`src/rtl/idbm_pkg.sv`:
```
package idbm_pkg;

  localparam int IN_W    = 8;
  localparam int TOTAL_W = 32;
  localparam int SUM_W   = 34;

  localparam logic [TOTAL_W-1:0] SAT_TOTAL = '1;

  typedef struct packed {
    logic [IN_W-1:0] balloon_value;
    logic            last_balloon;
  } in_item_t;

  typedef struct packed {
    logic [TOTAL_W-1:0] max_total;
    logic               count_overflow;
  } out_item_t;

  typedef enum logic [2:0] {
    S_LOAD,
    S_VI,
    S_VJ,
    S_VIJ,
    S_SPLIT,
    S_DRAIN,
    S_WRITE,
    S_DONE
  } state_t;

  // per-split control travelling alongside the memory read data
  typedef struct packed {
    logic valid;
    logic left_adj;
    logic right_adj;
    logic clear_best;
  } split_ctl_t;

endpackage

```
`src/rtl/idbm_split_eval.sv`:
```
module idbm_split_eval #(
  parameter int VW = 8
) (
  input  logic                      clk,
  input  logic                      rst,
  input  idbm_pkg::split_ctl_t      ctl,
  input  logic [2*VW-1:0]           vij,
  input  logic [VW-1:0]             vk,
  input  logic [idbm_pkg::TOTAL_W-1:0] dp_left,
  input  logic [idbm_pkg::TOTAL_W-1:0] dp_right,
  output logic [idbm_pkg::TOTAL_W-1:0] best
);
  import idbm_pkg::*;

  localparam int PW = 3 * VW;

  logic [TOTAL_W-1:0] left_term;
  logic [TOTAL_W-1:0] right_term;
  logic [PW-1:0]      prod;
  logic [TOTAL_W:0]   pair_sum;
  logic               s2_valid;
  logic [SUM_W-1:0]   total;
  logic [TOTAL_W-1:0] total_sat;

  // adjacent-pair entries are zero by definition
  assign left_term  = ctl.left_adj  ? '0 : dp_left;
  assign right_term = ctl.right_adj ? '0 : dp_right;

  assign total     = SUM_W'(pair_sum) + SUM_W'(prod);
  assign total_sat = (total[SUM_W-1:TOTAL_W] != '0) ? SAT_TOTAL : total[TOTAL_W-1:0];

  always_ff @(posedge clk) begin
    if (rst) begin
      s2_valid <= 1'b0;
    end else begin
      s2_valid <= ctl.valid;
    end
  end

  always_ff @(posedge clk) begin
    prod     <= PW'(vij) * PW'(vk);
    pair_sum <= {1'b0, left_term} + {1'b0, right_term};
    if (ctl.clear_best) begin
      best <= '0;
    end else if (s2_valid && (total_sat > best)) begin
      best <= total_sat;
    end
  end

endmodule

```
`config.mk`:
```
export PLATFORM = sky130hd
export DESIGN_NAME = idbm_split_eval
export DESIGN_NICKNAME = d
export VERILOG_FILES = /design/src/rtl/idbm_pkg.sv /design/src/rtl/idbm_split_eval.sv
export SDC_FILE = /design/constraint.sdc
export NUM_CORES = 1
export LEC_CHECK = 0
export ABC_CLOCK_PERIOD_IN_PS = 6400
export BUFFER_PORTS_ARGS = -buffer_cell sky130_fd_sc_hd__clkbuf_2
export CAP_MARGIN = 30
export CORE_ASPECT_RATIO = 1.75
export CORE_MARGIN = 2
export CORE_UTILIZATION = 40
export CTS_CLUSTER_DIAMETER = 120
export DETAILED_ROUTE_END_ITERATION = 16
export PLACE_DENSITY_LB_ADDON = 0.15
export REMOVE_ABC_BUFFERS = 1
export SLEW_MARGIN = 20
export SYNTH_ARGS = -nofsm -noshare
export SYNTH_HDL_FRONTEND = slang
export SYNTH_SLANG_ARGS = --single-unit
```
`constraint.sdc`:
```
create_clock -name clk -period 6.4 [get_ports clk]
set_input_delay 1.28 -clock clk [delete_from_list [all_inputs] [get_ports clk]]
set_output_delay 1.28 -clock clk [all_outputs]
set_load 0.02 [all_outputs]
```
==> summary.txt <==
CP Launch Type = primary input
Clock Tree Buf Depth = 2
Worst-Skew Late Latency = 0.37 ns
Remaining DRCs = 0
power per cell area = 354.2 nW/um^2
mean cell area of the mapped netlist = 8.443 sq um
CTS buffer count = 9
status = completed
dpl hpwl = 21,710 um
synth warn = 0
Num Clock Sinks = 90
Post-synth EDFFs = 0
Worst EP arrival = 5.98 ns
Crit-path slowest cell = fa_1
Reg clk slew, reported paths = 0.07 ns
Ant. Diodes = 0
Synth Instances = 1,245
largest net degree at the start of global routing = 51
GRT Resource Usage Total = 18.61%
first-pass GRT wire length = 41,260 um
Worst Hold Class = register to register
Core Region = 25,860 sq um
final net count = 1,667
worst clock skew = 0.01299 ns
commonest cells in the netlist = inv_1 (143), nand2_1 (135), ha_1 (132), dfxtp_1 (90), fa_1 (86)
Synth Cell Area = 10,510 sq um
max capacitance violation total = 0
Boundary Pins = 126
# rows = 78
antenna violations before repair = 0
Area growth syn-to-layout = 11.57%
GRT overflow = 0
peak supply drop = 125.6 uV
drt pass-1 iters = 4
asr flop ratio synth = 0%
area leader, netlist = dfxtp_1
Setup CP Type = primary input to register
Max Slew Vio Count = 0
antenna viol nets, final = 0
Period minus WS final = 5.683 ns
layout cells sized above 1 = 12.72%
most common cell in the netlist = inv_1
post-synthesis register bit count = 90
Pwr Total = 0.004154 W
Finish-stage setup viols = 0
crit path cell chain = clkbuf_2 -> and2_1 -> fa_1 -> fa_1 -> inv_1 -> fa_1 -> fa_1 -> inv_1 -> ha_1 -> a21o_1 -> a21oi_1 -> a21oi_1 -> o211ai_1 -> a21oi_1 -> or3_1 -> a21oi_1 -> xnor2_1
final count of hold timing violations = 0
sequential area share after synthesis = 17.14%
CTS tree = yes
unrepaired setup endpoints after global routing = no
Starting Density = 40.64%
vias in the first global route = 8,939
Total Negative Setup Slacks = 0 ns
vias = 8,744
Leak Pwr = 5.846 nW
Synth area leaders = dfxtp_1 (17%), fa_1 (16%), ha_1 (16%), inv_1 (5.1%), nand2_1 (4.8%)
hold slack = 0.5106 ns
die area = 27,640 sq um
number of buffers and inverters on the critical path = 3
most used flip-flop cell after synthesis = dfxtp_1
Die Ht = 218.4 um
Die Wd = 126.5 um
CTS resizes = 0
Post-CTS Repair Setup Buffers = 0
Worst EP required = 6.69 ns
Total Wirelength = 25,250 um
slew margin rel. = 48.86%
GP Congestion = 0.8342
Fmax = 176.0 MHz
hold_buf cts = 0
First DRT Iteration DRCs = 272
port bufs = 125
critical path fanouts, max = 16
endpoint class of the critical path = register
Yosys top cell area share = 17.14%
CTS root buf = clkbuf_16
drt via density = 5.205
final period utilization = 88.80%
delay-heaviest family, CP = adder cells
Synth cell types = 64
actual slew at the worst max-slew pin = 0.7671 ns
H-Tree Depth = 3
Routed WL per cell = 15.03 um
CP max stage delay = 0.55 ns
## power by group
group	total (W)	switching [W]	leakage, nW	internal (W)
clock	0.000508	0.000235	0.134	0.000273
combinational	0.00287	0.00163	4.96	0.00124
sequential	0.000775	0.0000637	0.751	0.000711
## kinds of logic after synthesis
| group | Yosys count | synth area share (%) |
|---|---|---|
| flops | 90 | 17.14 |
| buf+inv | 177 | 6.785 |
| simple gates | 425 | 20.33 |
| compound gates | 262 | 17.57 |
| xor+xnor | 73 | 6.083 |
| fa+ha+maj | 218 | 32.09 |
## state kept, by name (all words and copies together) (netlist names)
signal	count
pair_sum	33
prod	24
best	32
s2_valid	1
## worst paths after layout
path | end | depth (start not counted) | slack (ns) | startpoint
worst max-delay path | prod[20]$_DFF_P_ | 17 | 0.72 | vk[4]
worst min-delay path | best[24]$_SDFFE_PP0P_ | 2 | 0.51 | best[24]$_SDFFE_PP0P_
worst min register to register | best[24]$_SDFFE_PP0P_ | 2 | 0.51 | best[24]$_SDFFE_PP0P_
worst max register to register | best[29]$_SDFFE_PP0P_ | 20 | 0.78 | prod[0]$_DFF_P_
## worst register-to-register path, cell delays in order, from the launching register on
cell and delay, ns:
dfxtp_1 0.30, ha_1 0.23, fa_1 0.44, a211oi_2 0.27, o211ai_2 0.15, a31o_2 0.28
a211oi_2 0.27, o21ai_2 0.18, and3_1 0.33, nor2_4 0.37, buf_12 0.26, nand2_1 0.10
ha_1 0.33, a21oi_1 0.10, a2111oi_0 0.58, a211oi_1 0.11, a31oi_1 0.20, o211a_2 0.42
buf_12 0.28, nor2_1 0.09, a311oi_1 0.25
## cell type report
class / count / area [sq um]
tap: 320 / 400.4
multi-input combinational: 978 / 7996
inverter: 143 / 536.8
clock buffer: 10 / 239.0
fill: 2678 / 14130
sequential: 90 / 1802
clock inverter: 6 / 42.54
timing repair buffer: 133 / 710.7
## through the flow
step                      util (%)  area (sq um)  worst slack [ns]  std cells
after floorplan                  -         10330            0.8907       1211
after global placement       44.26         11450            0.4262       1664
after detailed placement     44.26         11450            0.3407       1664
after CTS                    45.35         11730            0.7361       1680
after global routing         45.35         11730            0.4151       1680
final                        45.35         11730            0.7166       1680
## metal layers
layer,track usage (%),wire length [um],part of all wire (%)
met4,7.619,678,2.7
met1,19.54,9873,39
met5,0,0,0
met2,36.67,14010,55
met3,2.154,694,2.7
## placed cells by master, fill, tap and decap left out, types with 6 or more instances in the layout
cell / netlist / layout
a31oi_1: 11 / 11
nor2b_1: 70 / 70
xnor2_1: 44 / 44
a21o_1: 47 / 47
o211ai_1: 8 / 8
a21oi_1: 70 / 70
and3_1: 15 / 15
o21ai_0: 33 / 33
nand2_1: 135 / 135
nand2b_1: 8 / 8
fa_1: 86 / 86
buf_4: 1 / 6
nand3_1: 19 / 19
o21a_1: 7 / 7
xor2_1: 29 / 29
nor3_1: 14 / 14
clkbuf_16: 0 / 9
nand4_1: 13 / 13
and2_1: 72 / 72
dfxtp_1: 90 / 90
a311oi_1: 29 / 29
a211oi_1: 9 / 9
clkbuf_2: 0 / 125
nor2_1: 63 / 63
ha_1: 132 / 132
inv_1: 143 / 143
Power figures use the tool's default switching activity.
